==> src/hdl/lpht_pkg.sv <==
package lpht_pkg;

   localparam int FUNC_W   = 2;
   localparam int DATA_W   = 32;
   localparam int STATUS_W = 2;
   localparam int CFG_W    = 11;
   localparam int TAG_W    = 2;

   typedef logic [FUNC_W-1:0]   func_type;
   typedef logic [STATUS_W-1:0] status_type;
   typedef logic [TAG_W-1:0]    tag_type;

   localparam func_type FUNC_INSERT = 2'd0;
   localparam func_type FUNC_LOOKUP = 2'd1;
   localparam func_type FUNC_REMOVE = 2'd2;
   localparam func_type FUNC_CLEAR  = 2'd3;

   localparam status_type STATUS_OK          = 2'd0;
   localparam status_type STATUS_LOAD_LIMIT  = 2'd1;
   localparam status_type STATUS_FULL        = 2'd2;
   localparam status_type STATUS_KEY_MISSING = 2'd3;

   localparam tag_type TAG_EMPTY     = 2'd0;
   localparam tag_type TAG_OCCUPIED  = 2'd1;
   localparam tag_type TAG_TOMBSTONE = 2'd2;

   typedef struct packed {
      logic tag;
      logic key;
      logic value;
   } slot_wr_type;

endpackage

==> src/hdl/lpht_mod_unit.sv <==
module lpht_mod_unit import lpht_pkg::*; #(
   parameter int DIVIDEND_W = 32
) (
   input  logic                  clock,
   input  logic                  reset,
   input  logic                  start,
   input  logic [DIVIDEND_W-1:0] dividend,
   input  logic [CFG_W-1:0]      divisor,
   output logic                  done,
   output logic [CFG_W-1:0]      remainder
);

   localparam int CNT_W = (DIVIDEND_W > 1) ? $clog2(DIVIDEND_W) : 1;

   logic                  busy_ff, busy_in;
   logic                  done_ff, done_in;
   logic [CNT_W-1:0]      count_ff, count_in;
   logic [CFG_W-1:0]      rem_ff, rem_in;
   logic [DIVIDEND_W-1:0] quot_ff, quot_in;
   logic [CFG_W-1:0]      divisor_ff, divisor_in;
   logic [CFG_W:0]        trial;
   logic [CFG_W:0]        diff;

   // One restoring remainder step per cycle, most significant dividend bit first.
   always_comb begin
      trial      = {rem_ff, quot_ff[DIVIDEND_W-1]};
      diff       = trial - {1'b0, divisor_ff};
      busy_in    = busy_ff;
      done_in    = 1'b0;
      count_in   = count_ff;
      rem_in     = rem_ff;
      quot_in    = quot_ff;
      divisor_in = divisor_ff;
      if (start) begin
         busy_in    = 1'b1;
         count_in   = CNT_W'(DIVIDEND_W - 1);
         rem_in     = '0;
         quot_in    = dividend;
         divisor_in = divisor;
      end else if (busy_ff) begin
         rem_in   = (trial >= {1'b0, divisor_ff}) ? diff[CFG_W-1:0] : trial[CFG_W-1:0];
         quot_in  = quot_ff << 1;
         count_in = count_ff - CNT_W'(1);
         if (count_ff == '0) begin
            busy_in = 1'b0;
            done_in = 1'b1;
         end
      end
   end

   always_ff @(posedge clock) begin
      if (reset) begin
         busy_ff <= 1'b0;
         done_ff <= 1'b0;
      end else begin
         busy_ff <= busy_in;
         done_ff <= done_in;
      end
      count_ff   <= count_in;
      rem_ff     <= rem_in;
      quot_ff    <= quot_in;
      divisor_ff <= divisor_in;
   end

   assign done      = done_ff;
   assign remainder = rem_ff;

endmodule

==> config.mk <==
export PLATFORM = sky130hd
export DESIGN_NAME = lpht_mod_unit
export DESIGN_NICKNAME = d
export VERILOG_FILES = /design/src/hdl/lpht_pkg.sv /design/src/hdl/lpht_mod_unit.sv
export SDC_FILE = /design/constraint.sdc
export NUM_CORES = 1
export LEC_CHECK = 0
export ABC_AREA = 1
export BUFFER_PORTS_ARGS = -buffer_cell sky130_fd_sc_hd__buf_2
export CAP_MARGIN = 20
export CELL_PAD_IN_SITES_DETAIL_PLACEMENT = 1
export CELL_PAD_IN_SITES_GLOBAL_PLACEMENT = 2
export CORE_MARGIN = 4
export CORE_UTILIZATION = 35
export CTS_BUF_LIST = sky130_fd_sc_hd__clkbuf_16
export CTS_CLUSTER_DIAMETER = 50
export DETAILED_ROUTE_END_ITERATION = 7
export PLACE_DENSITY_LB_ADDON = 0.1
export SYNTH_ARGS = -nofsm -noshare
export SYNTH_HDL_FRONTEND = slang
export SYNTH_SLANG_ARGS = --single-unit
==> constraint.sdc <==
create_clock -name clock -period 3.5 [get_ports clock]
set_input_delay 0.875 -clock clock [delete_from_list [all_inputs] [get_ports clock]]
set_output_delay 0.875 -clock clock [all_outputs]
set_load 0.005 [all_outputs]
# Yosys cells after proc, flatten, opt, wreduce, memory -nomap -nowiden
# Cells that the tools add are included.
[op_classes] addsub=2 order_cmp=1 mux=7 bitwise_logic=1 reduce_logical=3
[op_table] op="$mux 32" count=2
[op_table] op="$ge 12x11->1" count=1
[op_table] op="$mux 11" count=1
[op_table] op="$sub 11x11->11" count=1
[op_table] op="$logic_not 5->1" count=1
[op_table] op="$sub 5x1->5 const B" count=1
[op_table] op="$mux 1" count=4
[op_table] op="$reduce_or 3->1" count=1
[op_table] op="$reduce_bool 2->1" count=1
[op_table] op="$not 1->1" count=1
[word_totals] ff_bits=61 in_bits=46 output_inout_bits=12 word_cells=20

# Logic depth before layout (Yosys ltp)
[logic_depth] word_depth=4 depth_mapped=13 mapped_depth_nobuf=12

# Worst setup path after synthesis
# Ideal clock, no wire load.
[synth_timing] kind="input -> register" startpoint="input port start" endpoint="register quot_ff[0] (enable)" setup_time_ps=423 arrival_ps=1713 t_required_ps=3077 slack_ps=1364 cell_stages=2 n_path_buf=0 cell_sequence="nor2_1 > inv_1"
[synth_via] elab_chain_cells=1
[synth_rtl] item="start, declared" line_no="lpht_mod_unit.sv:6" text="input logic start,"
[synth_rtl] item="$reduce_bool 2->1 (no line)"
[synth_rtl] item="end signal, assigned" line_no="lpht_mod_unit.sv:61" text="quot_ff <= quot_in;"
[synth_rtl] item="end, declared" line_no="lpht_mod_unit.sv:19" text="logic [DIVIDEND_W-1:0] quot_ff, quot_in;"
# No other way between the ends.
# A chain may end at the register's enable or synchronous reset.

# Worst setup path after layout
[layout_timing] startpoint="register quot_ff[31]" endpoint="register rem_ff[7], in the netlist remainder[7]"
[layout_via] elab_chain_cells=2 word_cells_on_any_way=3 classes_between="add/sub (1); order compare (1); mux (1)"
[layout_rtl] item="$sub 11x11->11 / $ge 12x11->1 (equally long branches)" line_no="lpht_mod_unit.sv:27, lpht_mod_unit.sv:41"
[layout_rtl] item="$mux 11 (*)" line_no="lpht_mod_unit.sv:41" text="rem_in = (trial >= {1'b0, divisor_ff}) ? diff[CFG_W-1:0] : trial[CFG_W-1:0];"
[layout_rtl] item="end signal, assigned" line_no="lpht_mod_unit.sv:60" text="rem_ff <= rem_in;"
[layout_rtl] item="end, declared" line_no="lpht_mod_unit.sv:18" text="logic [CFG_W-1:0] rem_ff, rem_in;"
# Every way passes the cells marked *; elsewhere a longest branch is shown, timed or not.

==> out/qor.yml <==
outcome:
  status: "finished clean"
drt:
  num_vias: 2679
  drt_iter0_markers: 81
  routed_wl_um: 7990
  drc: 0
  wl_per_cell_um: 13.9
  viasPerCell: 4.65
  dr.pass1.iters: 4
  drtAntennaViolNets: 0
power_and_ir_drop:
  power.net_switching_uw: 446
  irDropWorstVdd_mv: 0.186
  power_frac_seq: 0.451
  finalPower_mw: 1.89
  powerDensity_nw_per_um2: 478
  p_comb_frac: 0.107
  p_sw_frac: 0.236
  leakagePower_nw: 2.06
  intPower_mw: 1.45
  clockPowerShare: 0.442
timing:
  hold_violations: 0
  worstMarginPinSlew_ns: 1.00
  setup_violations: 0
  slew_violations: 0
  fin_skew_ns: 0.00792
  layout_min_cycle_time_ns: 2.26
  fmax_ghz: 0.442
  relSlewSlack: 0.330
  rsz0062_at_grt: "no"
  timing.final.crit_share: 0.647
  fin_tns_setup_ns: 0
placed_design:
  hpwl_um: 5710
  place_congestion: 0.781
  port_buffers: 57
clock_tree:
  clkTransAtPathRegs_ns: 0.05
  cts_resized: 0
  ctsHoldBuffers: 0
  clockBufferDepth: 2
  cts_tree: "built"
  h-tree-depth: 3
  numCtsBuffers: 9
  cts_setup_buffers: 0
  clk-insertion-delay-late_ns: 0.32
  cts-root-buf: "clkbuf_16"
  cts.sinks: 61
worst_hold_path:
  whs_path_depth: 2
  min_from: "remainder[5]"
  worstHoldPathType: "reg -> reg"
  min_to: "remainder[5]"
synth:
  syn_area_sq_um: 3300
  yosysMostFrequentCell: "nand2_1"
  synth_cell_types: 33
  synth-seq-area-share: 0.500
  yosys.area.top_type: "edfxtp_1"
  synth_top_family_by_area: "simple AND/OR/NAND/NOR gates"
  async_reset_ff_frac: 0
  synthSimpleGateAreaFrac: 0.313
  synth-compound-area-share: 0.0303
  yosysWarnings: 0
  synth_nets: 461
  synth-edff-count: 43
  ys_seq_elements: 61
  ys.flop_type: "edfxtp_1"
  synth_area_leaders: "edfxtp_1 39%, nand2_1 18%, dfxtp_1 11%"
  synthMuxAreaShare: 0
  synth_common_cells: "158 x nand2_1, 55 x inv_1, 43 x edfxtp_1"
  yosys.area.top_type_share: 0.391
  synth_xor_area_frac: 0.00796
  synth_fa_ha_area_frac: 0.0553
  syn_inst: 401
  syn_area_per_cell_sq_um: 8.23
grt:
  grt_pass1_wl_um: 13700
  grt_overflow: 0
  gr-usage-all-layers: 0.157
  grt_pass1_vias: 2811
  grt_antenna_before_repair: 0
  grt_max_degree: 42
setup_path:
  crit_fanout: 12
  rr_endpoint: "remainder[7]"
  cp_data_required_time_ns: 3.71
  worstSetupPathType: "reg -> reg"
  rr_worst_depth: 11
  start_kind: "flop"
  crit_arrival_ns: 2.47
  r2r_start: "quot_ff[31]"
  worst_setup_path_end_kind: "flop"
  rrSetupSlack_ns: 1.24
floorplanning:
  core_sq_um: 9200
  rows: 35
  die_h_um: 105
  die_w_um: 105
  start_util: 0.359
  ios: 58
  die_area_sq_um: 11100
layout:
  syn2layout_area_growth_pct: 19.9
  layout-drive-gt1-share: 0.222
  finalNetCount: 521
  final_util: 0.430
  antenna_cells: 0
flow_run:
  maxCapViolCount: 0
[per-layer routing]
metal / global-route usage / share of wire / vias up
li1: - / - / 1396
met1: 0.204 / 0.48 / 1227
met2: 0.253 / 0.46 / 46
met3: 0.0389 / 0.043 / 10
met4: 0.0562 / 0.015 / 0
met5: 0 / 0 / -
[kinds of logic after synthesis]
logic type,count (synthesis)
compound gates,18
xor+xnor,3
fa+ha+maj,14
buf+inv,74
flops,61
simple gates,231
[flip-flops by register name, indices dropped and copies added (netlist names)]
signal,count
count_ff,5
quot_ff,32
remainder,11
divisor_ff,11
busy_ff,1
done,1
[worst max-delay path, stage by stage (launching register included)]
cell,delay [ns]
edfxtp_1,0.33
inv_1,0.06
ha_1,0.23
fa_1,0.41
inv_1,0.11
nand3_1,0.11
nand3_2,0.10
nand2_2,0.18
nand3_2,0.36
nand3_2,0.12
nand3_1,0.09
nand2_1,0.06
[cells in the final DEF (no fill, tap or decap), types with 3 or more instances in the layout]
cell type / Yosys / layout
nor2_1: 14 / 14
nand2_1: 158 / 158
nand4_1: 13 / 13
nand3_1: 21 / 21
ha_1: 13 / 13
dfxtp_1: 18 / 18
o21ai_1: 5 / 5
nand3_2: 8 / 8
buf_2: 2 / 57
clkinv_2: 1 / 3
o21ai_0: 5 / 5
inv_2: 5 / 5
a21oi_1: 5 / 5
nand2_2: 11 / 11
inv_1: 55 / 58
buf_4: 2 / 4
clkbuf_16: 0 / 9
edfxtp_1: 43 / 43
[how the worst max path moves through the flow]
stage | startpoint | to | slack, ns | cells after the start
after floorplan | start | quot_ff[0] | 1.36 | 2
after detailed placement | start | quot_ff[9] | 1.24 | 4
after CTS | quot_ff[31] | remainder[7] | 1.22 | 11
final | quot_ff[31] | remainder[7] | 1.24 | 11
after global routing | quot_ff[31] | remainder[7] | 1.08 | 11
after global placement | start | quot_ff[29] | 1.23 | 4
[through the flow]
| stage | area [sq um] | std cells | setup WS (ns) | hold WS (ns) |
|---|---|---|---|---|
| floorplan | 3300 | 401 | 1.36 | 0.444 |
| global placement | 3680 | 561 | 1.23 | 0.462 |
| detailed placement | 3680 | 561 | 1.24 | 0.479 |
| CTS | 3960 | 576 | 1.22 | 0.485 |
| global route | 3960 | 576 | 1.08 | 0.502 |
| finish | 3960 | 576 | 1.24 | 0.483 |
[layout make-up]
cell class | instances | area, sq um
clock buffers | 9 | 225
clock inverters | 6 | 51.3
fillers | 1154 | 5240
inverters | 62 | 234
multi-input cells | 266 | 1340
flip-flops and latches | 61 | 1650
well taps | 111 | 139
repair buffers | 61 | 315
[power groups by stage]
stage               registers (mW)  clock network, mW  logic (mW)
finish                       0.855              0.837       0.202
global route                 0.861              0.894       0.235
CTS                          0.855              0.861       0.206
detailed placement           0.869                  0       0.205
global placement             0.867                  0       0.203
floorplan                    0.864                  0       0.135
Power figures use the tool's default switching activity.
